## src/rtl/core/lcg_random_generator_unit_defines.svh

```systemverilog
// Assertion macros shared by the random generator RTL.
// No dependencies; included by files that carry concurrent checks.
`ifndef LCG_RANDOM_GENERATOR_UNIT_DEFINES_SVH
`define LCG_RANDOM_GENERATOR_UNIT_DEFINES_SVH

`ifndef SYNTH
// Check that is switched off while the reset is applied.
`define LRG_ASSERT(lbl, clk, rst_n, prop, msg) \
    lbl: assert property (@(posedge clk) disable iff (!rst_n) prop) else $error(msg);
// Check that also holds across the reset.
`define LRG_ASSERT_ALWAYS(lbl, clk, prop, msg) \
    lbl: assert property (@(posedge clk) prop) else $error(msg);
`else
`define LRG_ASSERT(lbl, clk, rst_n, prop, msg)
`define LRG_ASSERT_ALWAYS(lbl, clk, prop, msg)
`endif

`endif

```

## src/rtl/core/lcg_rg_pkg.sv

```systemverilog
// Package of the random generator: action codes, LCG constants, controller
// commands, status and the mixing round table. No dependencies.
package lcg_rg_pkg;

    typedef logic [1:0] t_action;

    localparam t_action ACT_SEED   = 2'd0;
    localparam t_action ACT_DRAW31 = 2'd1;
    localparam t_action ACT_DRAW62 = 2'd2;
    localparam t_action ACT_NOP    = 2'd3;

    localparam logic [31:0] LCG_MUL = 32'd1103515245;
    localparam logic [31:0] LCG_ADD = 32'd12345;

    localparam int MIX_ROUNDS   = 9;
    localparam int LCG_PER_DRAW = 3;
    localparam int STEP_W       = 4;

    typedef logic [STEP_W-1:0] t_step;

    // Commands from the controller to the datapath.
    typedef struct packed {
        logic    mix_load;
        logic    mix_step;
        t_step   mix_round;
        logic    mix_last;
        logic    lcg_step;
        logic    lcg_first;
        logic    lo_save;
        logic    out_load;
        t_action out_sel;
    } t_dp_cmd;

    // Controller status, watched at the top level.
    typedef struct packed {
        logic busy;
        logic out_full;
    } t_ctrl_status;

    typedef struct packed {
        logic       left;
        logic [4:0] amount;
    } t_mix_shift;

    // Shift of each of the nine mixing rounds.
    function automatic t_mix_shift mix_shift(input t_step round);
        t_mix_shift sh;
        unique case (round)
            4'd0:    sh = '{left: 1'b0, amount: 5'd13};
            4'd1:    sh = '{left: 1'b1, amount: 5'd8};
            4'd2:    sh = '{left: 1'b0, amount: 5'd13};
            4'd3:    sh = '{left: 1'b0, amount: 5'd12};
            4'd4:    sh = '{left: 1'b1, amount: 5'd16};
            4'd5:    sh = '{left: 1'b0, amount: 5'd5};
            4'd6:    sh = '{left: 1'b0, amount: 5'd3};
            4'd7:    sh = '{left: 1'b1, amount: 5'd10};
            4'd8:    sh = '{left: 1'b0, amount: 5'd15};
            default: sh = '{left: 1'b0, amount: 5'd0};
        endcase
        return sh;
    endfunction

endpackage

```

## src/rtl/core/lcg_rg_dp.sv

```systemverilog
// Datapath of the random generator: seed register, mixing round unit,
// LCG step unit, draw accumulator and result register. Uses lcg_rg_pkg.
module lcg_rg_dp (
    input  logic                i_clk,
    input  logic                i_rst_n,
    input  lcg_rg_pkg::t_dp_cmd i_cmd,
    input  logic [31:0]         i_entropy_a,
    input  logic [31:0]         i_entropy_b,
    input  logic [31:0]         i_entropy_c,
    output logic [61:0]         o_random_value
);
    import lcg_rg_pkg::*;

    logic [31:0] r_seed;
    logic [31:0] r_ma, r_mb, r_mc;
    logic [30:0] r_draw, n_draw;
    logic [30:0] r_lo;
    logic [61:0] r_out, n_out;
    logic [31:0] lcg_next;
    logic [31:0] mix_new;
    logic [31:0] mix_shifted;
    t_mix_shift  sh;

    // One LCG step on the seed through the shared multiplier.
    assign lcg_next = 32'(r_seed * LCG_MUL) + LCG_ADD;

    // One mixing round: x = (x - y - z) ^ shift(z), then the words rotate.
    assign sh          = mix_shift(i_cmd.mix_round);
    assign mix_shifted = sh.left ? (r_mc << sh.amount) : (r_mc >> sh.amount);
    assign mix_new     = (r_ma - r_mb - r_mc) ^ mix_shifted;

    // Extracted bits: eleven on the first step of a draw, ten afterwards.
    always_comb begin
        if (i_cmd.lcg_first) begin
            n_draw = {20'd0, lcg_next[26:16]};
        end else begin
            n_draw = {r_draw[20:0], lcg_next[25:16]};
        end
    end

    // Result selection by action.
    always_comb begin
        unique case (i_cmd.out_sel)
            ACT_SEED:   n_out = {30'd0, r_seed};
            ACT_DRAW31: n_out = {31'd0, r_draw};
            ACT_DRAW62: n_out = {r_draw, r_lo};
            default:    n_out = '0;
        endcase
    end

    // Seed register, the only state whose value carries into later transactions.
    always_ff @(posedge i_clk) begin
        if (!i_rst_n) begin
            r_seed <= 32'd1;
        end else if (i_cmd.mix_last) begin
            r_seed <= mix_new;
        end else if (i_cmd.lcg_step) begin
            r_seed <= lcg_next;
        end
    end

    // Mixing words.
    always_ff @(posedge i_clk) begin
        if (i_cmd.mix_load) begin
            r_ma <= i_entropy_a;
            r_mb <= i_entropy_b;
            r_mc <= i_entropy_c;
        end else if (i_cmd.mix_step) begin
            r_ma <= r_mb;
            r_mb <= r_mc;
            r_mc <= mix_new;
        end
    end

    // Draw accumulator and the saved low half of a 62-bit value.
    always_ff @(posedge i_clk) begin
        if (i_cmd.lcg_step) begin
            r_draw <= n_draw;
        end
        if (i_cmd.lo_save) begin
            r_lo <= n_draw;
        end
    end

    // Result register.
    always_ff @(posedge i_clk) begin
        if (i_cmd.out_load) begin
            r_out <= n_out;
        end
    end

    assign o_random_value = r_out;

endmodule

```

## src/rtl/core/lcg_rg_ctrl.sv

```systemverilog
// Controller of the random generator: state machine, round counter and
// output valid flag. Uses lcg_rg_pkg; drives the datapath commands.
module lcg_rg_ctrl (
    input  logic                     i_clk,
    input  logic                     i_rst_n,
    input  logic                     i_in_valid,
    output logic                     o_in_stall,
    input  lcg_rg_pkg::t_action      i_action,
    output logic                     o_out_valid,
    input  logic                     i_out_stall,
    output lcg_rg_pkg::t_dp_cmd      o_cmd,
    output lcg_rg_pkg::t_ctrl_status o_status
);
    import lcg_rg_pkg::*;

    localparam logic [1:0] S_IDLE = 2'd0;
    localparam logic [1:0] S_MIX  = 2'd1;
    localparam logic [1:0] S_LCG  = 2'd2;
    localparam logic [1:0] S_DONE = 2'd3;

    logic [1:0] r_state, n_state;
    t_action    r_action, n_action;
    t_step      r_step, n_step;
    logic       r_out_valid, n_out_valid;
    logic       lcg_last;

    // Last LCG step depends on whether one or two values are drawn.
    always_comb begin
        if (r_action == ACT_DRAW62) begin
            lcg_last = (r_step == t_step'(2 * LCG_PER_DRAW - 1));
        end else begin
            lcg_last = (r_step == t_step'(LCG_PER_DRAW - 1));
        end
    end

    // Next state and command decode.
    always_comb begin
        n_state       = r_state;
        n_action      = r_action;
        n_step        = r_step;
        n_out_valid   = r_out_valid;
        o_cmd         = '0;
        o_cmd.out_sel = r_action;

        if (r_out_valid && !i_out_stall) begin
            n_out_valid = 1'b0;
        end

        unique case (r_state)
            S_IDLE: begin
                if (i_in_valid) begin
                    n_action       = i_action;
                    n_step         = '0;
                    o_cmd.mix_load = 1'b1;
                    unique case (i_action)
                        ACT_SEED:               n_state = S_MIX;
                        ACT_DRAW31, ACT_DRAW62: n_state = S_LCG;
                        default:                n_state = S_DONE;
                    endcase
                end
            end
            S_MIX: begin
                o_cmd.mix_step  = 1'b1;
                o_cmd.mix_round = r_step;
                if (r_step == t_step'(MIX_ROUNDS - 1)) begin
                    o_cmd.mix_last = 1'b1;
                    n_state        = S_DONE;
                end else begin
                    n_step = r_step + t_step'(1);
                end
            end
            S_LCG: begin
                o_cmd.lcg_step  = 1'b1;
                o_cmd.lcg_first = (r_step == '0) || (r_step == t_step'(LCG_PER_DRAW));
                o_cmd.lo_save   = (r_step == t_step'(LCG_PER_DRAW - 1));
                if (lcg_last) begin
                    n_state = S_DONE;
                end else begin
                    n_step = r_step + t_step'(1);
                end
            end
            S_DONE: begin
                // Load the result once the output register is free.
                if (!r_out_valid || !i_out_stall) begin
                    o_cmd.out_load = 1'b1;
                    n_out_valid    = 1'b1;
                    n_state        = S_IDLE;
                end
            end
            default: n_state = S_IDLE;
        endcase
    end

    // Control registers.
    always_ff @(posedge i_clk) begin
        if (!i_rst_n) begin
            r_state     <= S_IDLE;
            r_action    <= ACT_NOP;
            r_step      <= '0;
            r_out_valid <= 1'b0;
        end else begin
            r_state     <= n_state;
            r_action    <= n_action;
            r_step      <= n_step;
            r_out_valid <= n_out_valid;
        end
    end

    assign o_in_stall        = (r_state != S_IDLE);
    assign o_out_valid       = r_out_valid;
    assign o_status.busy     = (r_state != S_IDLE);
    assign o_status.out_full = r_out_valid;

endmodule

```

## src/rtl/core/lcg_random_generator_unit.sv

```systemverilog
// Random generator with a 32-bit seed: seeding by a 96-bit mix of three
// entropy words, and 31-bit or 62-bit draws from a linear congruential
// generator (multiplier 1103515245, increment 12345), three steps per
// 31-bit value. One transaction is worked on at a time. A seed runs nine
// mixing rounds, one a cycle, a draw runs one LCG step a cycle through a
// single 32x32 multiplier, and an action code of 3 returns zero. The
// result waits in an output register, so the next transaction is accepted
// while it is held; a result only stalls the work when a further result
// is ready before it is taken. The seed is 1 after reset. Uses lcg_rg_pkg,
// lcg_rg_ctrl and lcg_rg_dp.
`include "lcg_random_generator_unit_defines.svh"

module lcg_random_generator_unit (
    input  logic        i_clk,
    input  logic        i_rst_n,
    input  logic        i_in_valid,
    output logic        o_in_stall,
    input  logic [1:0]  i_action,
    input  logic [31:0] i_entropy_a,
    input  logic [31:0] i_entropy_b,
    input  logic [31:0] i_entropy_c,
    output logic        o_out_valid,
    input  logic        i_out_stall,
    output logic [61:0] o_random_value
);
    import lcg_rg_pkg::*;

    t_dp_cmd      cmd;
    t_ctrl_status status;

    // Sequencing of the mixing rounds and LCG steps.
    lcg_rg_ctrl u_ctrl (
        .i_clk       (i_clk),
        .i_rst_n     (i_rst_n),
        .i_in_valid  (i_in_valid),
        .o_in_stall  (o_in_stall),
        .i_action    (i_action),
        .o_out_valid (o_out_valid),
        .i_out_stall (i_out_stall),
        .o_cmd       (cmd),
        .o_status    (status)
    );

    // Seed, arithmetic and result register.
    lcg_rg_dp u_dp (
        .i_clk          (i_clk),
        .i_rst_n        (i_rst_n),
        .i_cmd          (cmd),
        .i_entropy_a    (i_entropy_a),
        .i_entropy_b    (i_entropy_b),
        .i_entropy_c    (i_entropy_c),
        .o_random_value (o_random_value)
    );

    // An accepted transaction keeps the controller busy in the next cycle.
    `LRG_ASSERT(a_accept_busy, i_clk, i_rst_n, (i_in_valid && !o_in_stall) |=> status.busy, "accepted transaction did not start work")

    // Mixing and LCG stepping never share a cycle.
    `LRG_ASSERT(a_cmd_excl, i_clk, i_rst_n, !(cmd.mix_step && cmd.lcg_step), "mix and LCG commands overlap")

    // The result register is only reloaded when its previous result has gone.
    `LRG_ASSERT(a_out_no_overwrite, i_clk, i_rst_n, cmd.out_load |-> (!status.out_full || !i_out_stall), "pending result overwritten")

    // Reset leaves the block idle with no result pending.
    `LRG_ASSERT_ALWAYS(a_reset_idle, i_clk, !i_rst_n |=> (!status.busy && !status.out_full), "block not idle after reset")

endmodule

```

## config.mk

```make
export PLATFORM = sky130hd
export DESIGN_NAME = lcg_random_generator_unit
export DESIGN_NICKNAME = d
export VERILOG_FILES = /design/src/rtl/core/lcg_rg_pkg.sv /design/src/rtl/core/lcg_rg_dp.sv /design/src/rtl/core/lcg_rg_ctrl.sv /design/src/rtl/core/lcg_random_generator_unit.sv
export VERILOG_INCLUDE_DIRS = /design/src /design/src/rtl/core
export SDC_FILE = /design/constraint.sdc
export NUM_CORES = 1
export LEC_CHECK = 0
export BUFFER_PORTS_ARGS = -buffer_cell sky130_fd_sc_hd__buf_2
export CORE_ASPECT_RATIO = 0.9
export CORE_MARGIN = 4
export CORE_UTILIZATION = 68
export CTS_CLUSTER_DIAMETER = 30
export DETAILED_ROUTE_END_ITERATION = 12
export PLACE_DENSITY = 0.88
export REMOVE_ABC_BUFFERS = 1
export SLEW_MARGIN = 15
export SYNTH_ARGS = -nofsm -noshare
export SYNTH_HDL_FRONTEND = slang
export SYNTH_SLANG_ARGS = --single-unit
```

## constraint.sdc

```tcl
create_clock -name i_clk -period 19.36 [get_ports i_clk]
set_input_delay 5.808 -clock i_clk [delete_from_list [all_inputs] [get_ports i_clk]]
set_output_delay 5.808 -clock i_clk [all_outputs]
set_load 0.02 [all_outputs]
```

==> flow_summary_export.csv <==
group,metric,value,unit
status,status,"complete, no violations",
yosys,ys_warn_count,0,
worst_setup_path,reg2reg_depth,22,
drt,finalWirelength,92500,um
clock_network,clock_latency,0.62,ns
worst_setup_path,end_kind,"flop",
final_layout,nFillCells,2417,
global_route,antenna_found_initial,6,
worst_setup_path,worstSetupStartpointType,"flop",
timing,worst_clock_skew,0.0478,ns
hold_path,hp-class,"reg -> reg",
hold_path,min_path_cells,2,
yosys,syn_area,0.0265,mm2
drt,detail-route-antenna-nets,0,
timing,tightest_slew,1.32,ns
final_layout,syn_to_final_growth,12.3,%
final_layout,drive_above_1_share,13.2,%
placed_design,routabilityCongestion,1.07,
die,die_area,0.0423,mm2
final_layout,fin_nets,3426,
clock_network,ctsHoldBuffers,0,
worst_setup_path,crit_type,"reg -> reg",
die,dieWidth,216,um
timing,hold_violations,0,
die,die_h,195,um
timing,rsz0062_at_grt,"no",
die,coreArea,0.0385,mm2
yosys,synth_edf_count,220,
flow_run,max_cap_violations,0,
yosys,yosys.cell_types.count,91,
global_route,grt_pass1_vias,22900,
die,std_cell_rows,68,
clock_network,cts_resized,0,
yosys,syn-instance-count,2706,
worst_setup_path,worstPathRequired,19.87,ns
drt,via_count,23000,
worst_setup_path,slowest_delay,0.78,ns
timing,hold_ws,0.536,ns
placed_design,dpl.hpwl,67700,um
yosys,async_flop_share,0,%
drt,drt-pass1-iter-count,7,
worst_setup_path,crit_chain,"ha_1 -> fa_1 -> fa_1 -> inv_1 -> fa_1 -> inv_1 -> ha_1 -> inv_1 -> fa_1 -> inv_1 -> fa_1 -> fa_1 -> ha_1 -> a21oi_1 -> nand2_1 -> a2111o_1 -> a2111oi_0 -> o31ai_1 -> a311oi_1 -> xnor2_1 -> a21boi_0 -> nor3_1",
yosys,ys.flop_type,"edfxtp_1",
global_route,grt_usage,43.4,%
timing,fin_tns_setup,0,ns
drt,wl_per_cell,27.0,um
placed_design,place_area,0.0278,mm2
global_route,overflow,0,
final_layout,final_cell_count_no_fill,3427,
worst_setup_path,critPathMaxFanout,9,
global_route,grt_max_degree,105,
yosys,synth_seq_cells,261,
timing,slew_violations,0,
yosys,avgSynthCellArea,9.81,um2
yosys,synth_seq_area_share,28.0,%
clock_network,cts_max_level,2,
worst_setup_path,crit_top_cell,"fa_1",
worst_setup_path,slowest_stage,"a2111oi_0",
drt,drtIter0Drc,3405,
clock_network,cts_max_path_buffers,3,
clock_network,cts_setup_buffers,0,
worst_setup_path,cp_data_arrival_time,8.71,ns
die,initial_core_util,69.0,%
placed_design,placedCellCount,3319,
clock_network,path_clk_slew,0.06,ns
clock_network,numCtsBuffers,57,
final_layout,fin_area,0.0298,mm2
global_route,grt_pass1_wl,139000,um
timing,post-route-period-util,42.4,%
placed_design,portBuffers,165,
drt,drc,0,
clock_network,cts_tree,"built",
die,io_pins,166,
clock_network,cts.sinks,261,
timing,fmax,122,MHz
timing,slew_headroom,11.3,%
timing,finalSetupViolCount,0,
drt,post_drt_via_cell_ratio,6.70,
clock_network,cts_root_buf,"clkbuf_16",
timing,period_needed,8.21,ns
worst max-delay path, delay by kind of cell (launching register included):
family,cells,cell delay [ns]
fa+ha+maj,9,4.10
compound gates,6,2.52
flops,1,0.69
simple gates,2,0.39
buf+inv,4,0.19
xor+xnor,1,0.18
synthesized netlist by cell type, types with 6 or more instances:
master / n / share of area [%]
buf_2: 15 / 0.28
and2_1: 36 / 0.85
o31a_1: 6 / 0.20
o2111ai_1: 7 / 0.23
o211ai_1: 27 / 0.76
buf_6: 6 / 0.25
o32ai_1: 6 / 0.20
xor2_1: 29 / 0.96
a31oi_1: 18 / 0.42
edfxtp_1: 220 / 25
o21bai_1: 10 / 0.28
mux2i_1: 116 / 4.4
ha_1: 251 / 12
o21ai_0: 176 / 3.3
o211a_1: 10 / 0.38
inv_1: 465 / 6.6
o21ai_1: 6 / 0.11
clkbuf_1: 67 / 0.95
or3_1: 12 / 0.28
buf_1: 13 / 0.18
o22ai_1: 20 / 0.47
xnor2_1: 79 / 2.6
nor4_1: 12 / 0.28
nor3_1: 47 / 0.89
dfxtp_1: 41 / 3.1
o21a_1: 13 / 0.37
nand3_1: 37 / 0.70
o31ai_1: 14 / 0.40
a21o_1: 31 / 0.88
and3_1: 13 / 0.31
nor2b_1: 32 / 0.75
mux2_2: 18 / 0.76
mux4_2: 23 / 2.0
or2_2: 10 / 0.24
nor2_1: 122 / 1.7
a221oi_1: 11 / 0.36
a21oi_1: 90 / 1.7
a211oi_1: 32 / 0.90
nand2b_1: 9 / 0.21
nand2_1: 229 / 3.2
o311a_1: 7 / 0.26
fa_1: 220 / 17
final cells by class:
cell class	count	area [um2]	area share [%]
multi-input combinational	1872	16900	56.8
sequential	261	7430	24.9
inverter	465	1750	5.85
clock buffer	58	1430	4.80
timing repair buffer	196	1060	3.55
tap	525	657	2.20
clock inverter	49	561	1.88
antenna	1	2.50	0.00839
layout by cell type, fill, tap and decap left out, drive strengths merged, types with 90 or more instances in the layout:
master and n:
fa 220, nor2 123, inv 481, a21oi 90
ha 251, nand2 230, mux2i 116, edfxtp 220
o21ai 183, buf 196
through the flow:
| stage | worst slack, ns | utilization, % |
|---|---|---|
| after global routing | 11.06 | 77.5 |
| final | 11.15 | 77.5 |
| after global placement | 11.55 | 72.3 |
| after CTS | 11.34 | 77.5 |
| after floorplan | 8.48 | - |
| after detailed placement | 11.45 | 72.3 |
path summary, 6_finish.rpt:
path | slack, ns | end | from
worst max register to register | 11.15 | u_dp.r_seed[30] | u_dp.r_seed[7]
worst min register to register | 0.54 | u_dp.o_random_value[1] | u_dp.r_lo[1]
worst max-delay path | 11.15 | u_dp.r_seed[30] | u_dp.r_seed[7]
worst min-delay path | 0.54 | u_dp.o_random_value[1] | u_dp.r_lo[1]
state kept, by name (all words and copies together), names as in the netlist, 4 cells and up:
name / count
u_dp.o_random_value: 62
u_dp.r_ma: 32
u_dp.r_mb: 32
u_dp.r_mc: 32
u_dp.r_seed: 32
u_dp.r_draw: 31
u_dp.r_lo: 31
u_ctrl.r_step: 4
logic make-up after synthesis:
logic type / synth area share (%)
simple gates: 10.3
buf+inv: 8.54
compound gates: 13.5
fa+ha+maj: 28.4
flops: 28.0
mux: 7.58
xor+xnor: 3.74
layer usage:
metal  GRT usage, %  vias to the layer above  wire (um)
met2           63.0                     1834      39200
met3           14.0                      360      12900
met1           60.6                    11100      36000
li1               -                     9661          -
met5              0                        -         54
met4           18.4                        8       4480
Power is not shown: default switching activity piles up to over one toggle a cycle in this logic, so the estimate is an artifact.
